$ cat src/design/chr_pkg.sv
// ----------------------------------------------------------------------------
// chr_pkg
// Shared widths, constants and register codes for the cubic Hermite resampler.
// ----------------------------------------------------------------------------
package chr_pkg;

	localparam int FRAC_BITS = 16;

	localparam int FRAME_W = 32;
	localparam int SMP_W   = 24;
	localparam int RATE_W  = 20;
	localparam int MODE_W  = 2;
	localparam int PH_W    = FRAC_BITS + 4;
	localparam int SUM_W   = ((PH_W > RATE_W) ? PH_W : RATE_W) + 1;

	// coefficient and accumulator widths follow from the 24-bit samples
	localparam int K3_W = 27;
	localparam int K2_W = 28;
	localparam int K1_W = 25;
	localparam int A_W  = 30;
	localparam int F_W  = FRAC_BITS + 1;
	localparam int P_W  = A_W + F_W;
	localparam int V_W  = P_W + 1;

	localparam int MAX_RES = 64;
	localparam int CNT_W   = $clog2(MAX_RES);

	localparam int SMP_MIN = -8388608;
	localparam int SMP_MAX = 8388352;

	localparam logic [SUM_W-1:0] ONE    = SUM_W'(1) << FRAC_BITS;
	localparam logic [SUM_W-1:0] PH_MAX = (SUM_W'(1) << PH_W) - SUM_W'(1);
	localparam logic [V_W-1:0]   TRUNC_BIAS = (V_W'(1) << (FRAC_BITS + 1)) - V_W'(1);

	localparam logic [RATE_W-1:0] RATE_RST = RATE_W'(65536);

	localparam int APB_AW = 3;
	localparam int APB_DW = 32;

	localparam logic REG_RATE = 1'b0;
	localparam logic REG_MODE = 1'b1;

	localparam logic [MODE_W-1:0] CM_AVG   = 2'd0;
	localparam logic [MODE_W-1:0] CM_LEFT  = 2'd1;
	localparam logic [MODE_W-1:0] CM_RIGHT = 2'd2;

	typedef enum logic [7:0] {
		S_IDLE = 8'b0000_0001,
		S_DISP = 8'b0000_0010,
		S_COEF = 8'b0000_0100,
		S_MUL  = 8'b0000_1000,
		S_ACC  = 8'b0001_0000,
		S_SUM  = 8'b0010_0000,
		S_FIN  = 8'b0100_0000,
		S_OUT  = 8'b1000_0000
	} state_t;

endpackage

$ cat src/design/chr_in_if.sv
// ----------------------------------------------------------------------------
// chr_in_if
// Input channel: one stereo frame word and its restart mark.
// ----------------------------------------------------------------------------
interface chr_in_if;
	import chr_pkg::*;

	logic               valid;
	logic               ready;
	logic [FRAME_W-1:0] frame;
	logic               restart;

	modport source (output valid, output frame, output restart, input ready);
	modport sink   (input valid, input frame, input restart, output ready);

endinterface

$ cat src/design/chr_out_if.sv
// ----------------------------------------------------------------------------
// chr_out_if
// Output channel: one interpolated sample and its last-of-frame mark.
// ----------------------------------------------------------------------------
interface chr_out_if;
	import chr_pkg::*;

	logic                    valid;
	logic                    ready;
	logic signed [SMP_W-1:0] sample;
	logic                    last;

	modport source (output valid, output sample, output last, input ready);
	modport sink   (input valid, input sample, input last, output ready);

endinterface

$ cat src/design/cubic_hermite_resampler_core.sv
// ----------------------------------------------------------------------------
// cubic_hermite_resampler_core
// a frame is taken only in the idle state, then passes dispatch, coefficients,
// multiply/accumulate steps on the one shared multiplier and its sequencer,
// sum, finish and output; each further word of the frame repeats from multiply;
// bypass goes from dispatch straight to output, frames with no word to idle
// reset: async, clears control, window and phase, priming restarts, rate 1.0
// ----------------------------------------------------------------------------
module cubic_hermite_resampler_core (
	input  logic                       clk,
	input  logic                       arst_n,
	chr_in_if.sink                     din,
	chr_out_if.source                  dout,
	input  logic                       psel,
	input  logic                       penable,
	input  logic                       pwrite,
	input  logic [chr_pkg::APB_AW-1:0] paddr,
	input  logic [chr_pkg::APB_DW-1:0] pwdata,
	output logic [chr_pkg::APB_DW-1:0] prdata,
	output logic                       pready
);
	import chr_pkg::*;

	state_t state_q;

	logic [RATE_W-1:0] rate_q;
	logic [MODE_W-1:0] mode_q;

	logic signed [SMP_W-1:0] w_q [4];
	logic [PH_W-1:0]         phase_q;
	logic [1:0]              primes_q;

	logic signed [SMP_W-1:0] v_q;
	logic                    restart_q;

	logic signed [K3_W-1:0] k3_q;
	logic signed [K2_W-1:0] k2_q;
	logic signed [K1_W-1:0] k1_q;
	logic signed [A_W-1:0]  a_q;
	logic signed [P_W-1:0]  prod_q;
	logic signed [V_W-1:0]  vsum_q;
	logic [1:0]             step_q;
	logic [CNT_W-1:0]       cnt_q;

	logic signed [SMP_W-1:0] res_q;
	logic                    res_last_q;

	logic                    out_vld_q;
	logic signed [SMP_W-1:0] out_smp_q;
	logic                    out_last_q;

	// ---------------- configuration port ----------------
	logic cfg_wr;

	assign pready = 1'b1;
	assign cfg_wr = psel && penable && pwrite;
	assign prdata = (paddr[2] == REG_MODE) ? APB_DW'(mode_q) : APB_DW'(rate_q);

	always_ff @(posedge clk or negedge arst_n) begin
		if (!arst_n) begin
			rate_q <= RATE_RST;
			mode_q <= CM_AVG;
		end else if (cfg_wr) begin
			case (paddr[2])
				REG_RATE: rate_q <= pwdata[RATE_W-1:0];
				REG_MODE: mode_q <= pwdata[MODE_W-1:0];
				default:  rate_q <= rate_q;
			endcase
		end
	end

	// ---------------- channel pick ----------------
	logic signed [15:0]      lo, hi;
	logic signed [16:0]      lr_sum;
	logic signed [SMP_W-1:0] pick;

	assign lo     = din.frame[15:0];
	assign hi     = din.frame[31:16];
	assign lr_sum = 17'(lo) + 17'(hi);

	always_comb begin
		case (mode_q)
			CM_LEFT:  pick = {lo, 8'h00};
			CM_RIGHT: pick = {hi, 8'h00};
			default:  pick = {lr_sum, 7'b0};
		endcase
	end

	// ---------------- datapath helpers ----------------
	logic signed [K3_W-1:0] e0, e1, e2, e3, d12, k3_c;
	logic signed [K2_W-1:0] g0, g1, g2, g3, k2_c;
	logic signed [K1_W-1:0] k1_c;

	assign e0   = K3_W'(w_q[0]);
	assign e1   = K3_W'(w_q[1]);
	assign e2   = K3_W'(w_q[2]);
	assign e3   = K3_W'(w_q[3]);
	assign d12  = e1 - e2;
	assign k3_c = d12 + (d12 <<< 1) - e0 + e3;
	assign g0   = K2_W'(w_q[0]);
	assign g1   = K2_W'(w_q[1]);
	assign g2   = K2_W'(w_q[2]);
	assign g3   = K2_W'(w_q[3]);
	assign k2_c = (g2 <<< 2) + (g0 <<< 1) - (g1 <<< 2) - g1 - g3;
	assign k1_c = K1_W'(w_q[2]) - K1_W'(w_q[0]);

	// the shared multiplier
	logic signed [F_W-1:0] f_s;
	logic signed [P_W-1:0] prod_c;

	assign f_s    = signed'({1'b0, phase_q[FRAC_BITS-1:0]});
	assign prod_c = a_q * f_s;

	logic signed [P_W-1:0] prod_sh;
	logic signed [A_W-1:0] acc_add, acc_c;

	assign prod_sh = prod_q >>> FRAC_BITS;
	assign acc_add = (step_q == 2'd0) ? A_W'(k2_q) : A_W'(k1_q);
	assign acc_c   = A_W'(prod_sh) + acc_add;

	logic signed [V_W-1:0] vsum_c, vbias, vq;

	assign vsum_c = V_W'(prod_q) + (V_W'(w_q[1]) <<< (FRAC_BITS + 1));
	assign vbias  = vsum_q + (vsum_q[V_W-1] ? signed'(TRUNC_BIAS) : V_W'(0));
	assign vq     = vbias >>> (FRAC_BITS + 1);

	logic signed [SMP_W-1:0] clamp_c;

	always_comb begin
		if (vq < SMP_MIN)
			clamp_c = SMP_W'(SMP_MIN);
		else if (vq > SMP_MAX)
			clamp_c = SMP_W'(SMP_MAX);
		else
			clamp_c = SMP_W'(vq);
	end

	// phase arithmetic
	logic [SUM_W-1:0] ph_sum, ph_sat;
	logic [PH_W-1:0]  ph_dec;
	logic             ph_dec_lt;

	assign ph_sum    = SUM_W'(phase_q) + SUM_W'(rate_q);
	assign ph_sat    = (ph_sum > PH_MAX) ? PH_MAX : ph_sum;
	assign ph_dec    = (SUM_W'(phase_q) >= ONE) ? (phase_q - PH_W'(ONE)) : PH_W'(0);
	assign ph_dec_lt = SUM_W'(ph_dec) < ONE;

	logic       bypass;
	logic [1:0] primes_eff;
	logic       slot_free;
	logic       out_load;

	assign bypass     = SUM_W'(rate_q) == ONE;
	assign primes_eff = restart_q ? 2'd3 : primes_q;
	assign slot_free  = !out_vld_q || dout.ready;
	assign out_load   = (state_q == S_OUT) && slot_free;

	assign din.ready = (state_q == S_IDLE);

	// output register valid flag
	always_ff @(posedge clk or negedge arst_n) begin
		if (!arst_n) begin
			out_vld_q <= 1'b0;
		end else if (out_load) begin
			out_vld_q <= 1'b1;
		end else if (dout.ready) begin
			out_vld_q <= 1'b0;
		end
	end

	// ---------------- sequencer ----------------
	always_ff @(posedge clk or negedge arst_n) begin
		if (!arst_n) begin
			state_q    <= S_IDLE;
			w_q[0]     <= '0;
			w_q[1]     <= '0;
			w_q[2]     <= '0;
			w_q[3]     <= '0;
			phase_q    <= '0;
			primes_q   <= 2'd3;
			step_q     <= '0;
			cnt_q      <= '0;
		end else begin
			case (state_q)
				S_IDLE: begin
					if (din.valid) begin
						v_q       <= pick;
						restart_q <= din.restart;
						state_q   <= S_DISP;
					end
				end
				S_DISP: begin
					cnt_q <= '0;
					if (bypass) begin
						res_q      <= v_q;
						res_last_q <= 1'b1;
						primes_q   <= 2'd3;
						state_q    <= S_OUT;
					end else if (primes_eff != 2'd0) begin
						case (primes_eff)
							2'd3:    w_q[1] <= v_q;
							2'd2:    w_q[2] <= v_q;
							default: w_q[3] <= v_q;
						endcase
						primes_q <= primes_eff - 2'd1;
						if (primes_eff == 2'd1) begin
							phase_q <= '0;
							state_q <= S_COEF;
						end else begin
							state_q <= S_IDLE;
						end
					end else begin
						w_q[0]  <= w_q[1];
						w_q[1]  <= w_q[2];
						w_q[2]  <= w_q[3];
						w_q[3]  <= v_q;
						phase_q <= ph_dec;
						state_q <= ph_dec_lt ? S_COEF : S_IDLE;
					end
				end
				S_COEF: begin
					k3_q    <= k3_c;
					k2_q    <= k2_c;
					k1_q    <= k1_c;
					a_q     <= A_W'(k3_c);
					step_q  <= '0;
					state_q <= S_MUL;
				end
				S_MUL: begin
					prod_q  <= prod_c;
					state_q <= (step_q == 2'd2) ? S_SUM : S_ACC;
				end
				S_ACC: begin
					a_q     <= acc_c;
					step_q  <= step_q + 2'd1;
					state_q <= S_MUL;
				end
				S_SUM: begin
					vsum_q  <= vsum_c;
					state_q <= S_FIN;
				end
				S_FIN: begin
					res_q      <= clamp_c;
					phase_q    <= PH_W'(ph_sat);
					res_last_q <= (ph_sat >= ONE) || (cnt_q == CNT_W'(MAX_RES - 1));
					cnt_q      <= cnt_q + CNT_W'(1);
					state_q    <= S_OUT;
				end
				S_OUT: begin
					if (slot_free) begin
						out_smp_q  <= res_q;
						out_last_q <= res_last_q;
						if (res_last_q) begin
							state_q <= S_IDLE;
						end else begin
							a_q     <= A_W'(k3_q);
							step_q  <= '0;
							state_q <= S_MUL;
						end
					end
				end
				default: state_q <= S_IDLE;
			endcase
		end
	end

	assign dout.valid  = out_vld_q;
	assign dout.sample = out_smp_q;
	assign dout.last   = out_last_q;

	// ---------------- assertions ----------------
	a_take_to_disp: assert property (@(posedge clk) disable iff (!arst_n)
		din.valid && din.ready |=> state_q == S_DISP)
		else $error("taken word did not reach dispatch");

	a_mul_phase: assert property (@(posedge clk) disable iff (!arst_n)
		state_q == S_MUL |-> SUM_W'(phase_q) < ONE)
		else $error("interpolating at phase of one or more");

	a_acc_step: assert property (@(posedge clk) disable iff (!arst_n)
		state_q == S_ACC |-> step_q < 2'd2)
		else $error("horner step out of range");

	a_out_no_drop: assert property (@(posedge clk) disable iff (!arst_n)
		out_vld_q && !dout.ready |=> out_vld_q && $stable(out_smp_q))
		else $error("pending output word overwritten");

endmodule

$ cat src/flat_wrapper.sv
// flat-port wrapper written by rule: the top's interface ports become plain ports
module cubic_hermite_resampler_core_flat import chr_pkg::*;
  (clk, arst_n, psel, penable, pwrite, paddr, pwdata, prdata, pready, din_valid, din_frame, din_restart, din_ready, dout_valid, dout_sample, dout_last, dout_ready);
  chr_in_if din_i ();
  chr_out_if dout_i ();
  input  logic clk;
  input  logic arst_n;
  input  logic psel;
  input  logic penable;
  input  logic pwrite;
  input  logic [chr_pkg::APB_AW-1:0] paddr;
  input  logic [chr_pkg::APB_DW-1:0] pwdata;
  output logic [chr_pkg::APB_DW-1:0] prdata;
  output logic pready;
  input wire logic [$bits(din_i.valid)-1:0] din_valid;
  input wire logic [$bits(din_i.frame)-1:0] din_frame;
  input wire logic [$bits(din_i.restart)-1:0] din_restart;
  output wire logic [$bits(din_i.ready)-1:0] din_ready;
  output wire logic [$bits(dout_i.valid)-1:0] dout_valid;
  output wire logic [$bits(dout_i.sample)-1:0] dout_sample;
  output wire logic [$bits(dout_i.last)-1:0] dout_last;
  input wire logic [$bits(dout_i.ready)-1:0] dout_ready;
  assign din_i.valid = din_valid;
  assign din_i.frame = din_frame;
  assign din_i.restart = din_restart;
  assign din_ready = din_i.ready;
  assign dout_valid = dout_i.valid;
  assign dout_sample = dout_i.sample;
  assign dout_last = dout_i.last;
  assign dout_i.ready = dout_ready;
  cubic_hermite_resampler_core u_core (.clk(clk), .arst_n(arst_n), .din(din_i), .dout(dout_i), .psel(psel), .penable(penable), .pwrite(pwrite), .paddr(paddr), .pwdata(pwdata), .prdata(prdata), .pready(pready));
endmodule
$ cat config.mk
export PLATFORM = sky130hd
export DESIGN_NAME = cubic_hermite_resampler_core_flat
export DESIGN_NICKNAME = d
export VERILOG_FILES = /design/src/design/chr_pkg.sv /design/src/design/chr_in_if.sv /design/src/design/chr_out_if.sv /design/src/design/cubic_hermite_resampler_core.sv /design/src/flat_wrapper.sv
export SDC_FILE = /design/constraint.sdc
export NUM_CORES = 2
export LEC_CHECK = 0
export ABC_AREA = 1
export BUFFER_PORTS_ARGS = -buffer_cell sky130_fd_sc_hd__clkbuf_2
export CELL_PAD_IN_SITES_DETAIL_PLACEMENT = 1
export CELL_PAD_IN_SITES_GLOBAL_PLACEMENT = 1
export CORE_MARGIN = 3
export CORE_UTILIZATION = 45
export CTS_BUF_LIST = sky130_fd_sc_hd__clkbuf_8
export CTS_CLUSTER_DIAMETER = 40
export DETAILED_ROUTE_END_ITERATION = 10
export PLACE_DENSITY = 0.85
export SLEW_MARGIN = 10
export SYNTH_ARGS = -nofsm -noshare
export SYNTH_HDL_FRONTEND = slang
export SYNTH_SLANG_ARGS = --single-unit
$ cat constraint.sdc
create_clock -name clk -period 6.3 [get_ports clk]
set_input_delay 0.945 -clock clk [delete_from_list [all_inputs] [get_ports clk]]
set_output_delay 0.945 -clock clk [all_outputs]
set_load 0.01 [all_outputs]
==> impl_metrics.ini <==
[status]
status = finished, violations left
failed_checks = negative setup slack

[die]
ios = 135
die_w_um = 318
fp.dieH_um = 318
initial_core_util = 0.457
row_count = 113
core_um2 = 95700
die_area_um2 = 101000

[sta]
slew_headroom = 0.203
fin_skew_ns = 0.0510
rsz0062_at_grt = true
period_share = 1.03
finalSetupViolations = 10
clock.fmax_ghz = 0.154
finalHoldViolations = 0
tightest_slew_ns = 1.19
setup_slack_ns = -0.205
finalMaxSlewViolations = 0
finalCriticalPeriod_ns = 6.50
tns_ns = -0.831

[detailed_routing]
routed_wl_um = 155000
dr_total_vias = 38500
routed_via_density = 5.54
drcViolationCount = 0
firstDrtPassIters = 5
antenna_left = 0
wl_per_cell_um = 22.3
detail_route.iter0.violations = 2618

[yosys]
synth_edf_count = 252
yosysSeqAreaShare = 0.247
synth_flop_cell = edfxtp_1
synthSimpleGateAreaFrac = 0.173
synth_common_cells = nand2_1, inv_1, fa_1
async_flop_share = 0.339
netlist_area_um2 = 43800
synth_warnings = 0
syn_inst = 5373
synth_mux_area_frac = 0
synth_cell_type_count = 58
synth-compound-area-share = 0.0817
synth_top_cell_area_share = 0.254
avgSynthCellArea_um2 = 8.14
synth_xor_area_frac = 0.0350
ys_top_cells_by_area = fa_1, edfxtp_1, nand2_1
ys_ff_latch = 381
yosysTopAreaCell = fa_1
synth_top_family_by_area = adder cells
synth.most_common_cell = nand2_1
yosys.area_share.adder = 0.338

[grt]
track_usage = 0.282
grt_pass1_wl_um = 227000
grt_util_met3 = 0.0467
grt_max_degree = 70
grt_pass1_vias = 42500
top_usage_layer = met2
grt.overflow.total = 0
gr-usage-met2 = 0.510
antenna_found_initial = 4
met1_usage = 0.321

[worst_setup_path]
reg2reg_slack_ns = -0.20
cpPeakStageDelay_ns = 0.63
worstPathRequired_ns = 6.81
r2r-start = u_core.a_q[9]
cp-start-kind = register
cp-startpoint = u_core.a_q[9]
crit_slowest_cell = fa_2
setup.worst_path.class = register to register
arrival_ns = 7.02
end_kind = register
critPathMaxFanout = 6
cp_common_cell = fa_1

[placed_design]
place_congestion = 0.950
hpwlAfterDp_um = 115000
placedCellCount = 6748
portBuffers = 107

[cts]
cts_tree = built
htree_num_levels = 3
clock-sinks = 381
worstSkewPairLatency_ns = 0.71
clock-root-buffer = clkbuf_8
cts_buffer_depth = 3
numCtsBuffers = 81
clk_pin_slew_worst_paths_ns = 0.08

[final_layout]
drive_above_1_share = 0.113
finalNetCount = 6545
area_delta_synth_final_pct = 14.2
fin_cells = 6954
fill_cells = 11400

[run]
maxCapViolCount = 0

[hold_path]
hold_class = primary input to async pin
[placed cells by master (no fill, tap or decap), types with 11 or more instances in the layout]
cell type / synthesis / final
nand2_1: 1300 / 1281
inv_1: 1257 / 1260
fa_1: 555 / 544
a21oi_1: 304 / 278
nor2_1: 290 / 273
ha_1: 294 / 268
edfxtp_1: 252 / 252
o21ai_0: 209 / 200
buf_4: 13 / 172
nand3_1: 146 / 141
dfrtp_1: 125 / 119
xor2_1: 118 / 117
clkbuf_2: 0 / 106
clkbuf_8: 0 / 86
xnor2_1: 57 / 57
nor3_1: 47 / 42
buf_12: 0 / 36
nand4_1: 33 / 33
a21oi_2: 0 / 24
nand2_2: 4 / 23
inv_2: 8 / 17
a31oi_1: 22 / 17
ha_4: 0 / 17
o21ai_1: 14 / 15
nor2_2: 4 / 13
conb_1: 2 / 13
clkinvlp_4: 0 / 13
a21o_1: 12 / 12
o21a_1: 12 / 12
o21bai_1: 12 / 12
o211ai_1: 12 / 12
nor4_1: 13 / 12
clkinv_1: 1 / 11
fa_2: 0 / 11
[metrics by stage]
step                      setup slack [ns]  hold WS, ns  cell area (um2)  utilization
after detailed placement            -0.188        0.406            46900        0.489
after global routing                -0.365        0.242            50000        0.522
after floorplan                      0.269        0.400            43800            -
after CTS                          0.00434        0.213            48800        0.510
final                               -0.205        0.232            50000        0.522
after global placement              0.0332        0.403            46900        0.489
[worst max-delay path, delay by kind of cell, from the launching register on]
family | cells | cell delay, ns
and+or+nand+nor | 9 | 1.02
AOI/OAI and AO/OA | 2 | 0.25
xor gates and xnor gates | 1 | 0.23
buffers and inverters | 7 | 0.78
DFF | 1 | 0.48
adders and majority gates | 7 | 3.53
[state kept, by name (all words and copies together) (netlist names), 2 cells and up]
name,flops
u_core.vsum_q,48
u_core.prod_q,47
u_core.a_q,30
u_core.dout.sample,24
u_core.res_q,24
u_core.k2_q,21
u_core.k3_q,20
u_core.phase_q,20
u_core.rate_q,20
u_core.k1_q,18
u_core.e0,17
u_core.e1,17
u_core.e2,17
u_core.e3,17
u_core.v_q,17
u_core.state_q,8
u_core.cnt_q,6
u_core.mode_q,2
u_core.primes_q,2
u_core.step_q,2
[worst paths after layout]
kind	end	cells after the start
max in group asynchronous	u_core.e0[13]	2
min in group clk	u_core.dout.sample[0]	0
worst min-delay path	u_core.rate_q[4]	1
worst min register to register	u_core.dout.sample[0]	0
worst max register to register	u_core.prod_q[43]	26
worst max-delay path	u_core.prod_q[43]	26
[cell type report]
cell class | instances | area, um2 | area share
well taps | 1265 | 1580 | 0.0317
clock buffers | 86 | 1180 | 0.0237
flip-flops and latches | 381 | 10800 | 0.216
clock inverters | 63 | 577 | 0.0115
multi-input cells | 3564 | 28300 | 0.566
repair buffers | 327 | 2780 | 0.0556
diodes | 2 | 5.00 | 0.000100
inverters | 1266 | 4750 | 0.0951
[routing by layer]
| metal | share of wire | vias up |
|---|---|---|
| met2 | 0.50 | 1482 |
| met3 | 0.068 | 694 |
| met5 | 0.00028 | - |
| li1 | - | 17000 |
| met1 | 0.36 | 19400 |
| met4 | 0.068 | 6 |
[cell families after synthesis]
logic type      count (synthesis)
simple gates                 1876
buf+inv                      1439
fa+ha+maj                     849
compound gates                651
flops                         381
xor+xnor                      175
other cells                     2
[repair_timing]
item	4_1_cts	5_1_grt
hold buffers	0	0
pin swaps	4	63
endpoints found under the setup margin	16	29
cloned	0	6
setup buffers	13	36
gates resized for setup	16	149
Power is not shown: default switching activity piles up to over one toggle a cycle in this logic, so the estimate is an artifact.
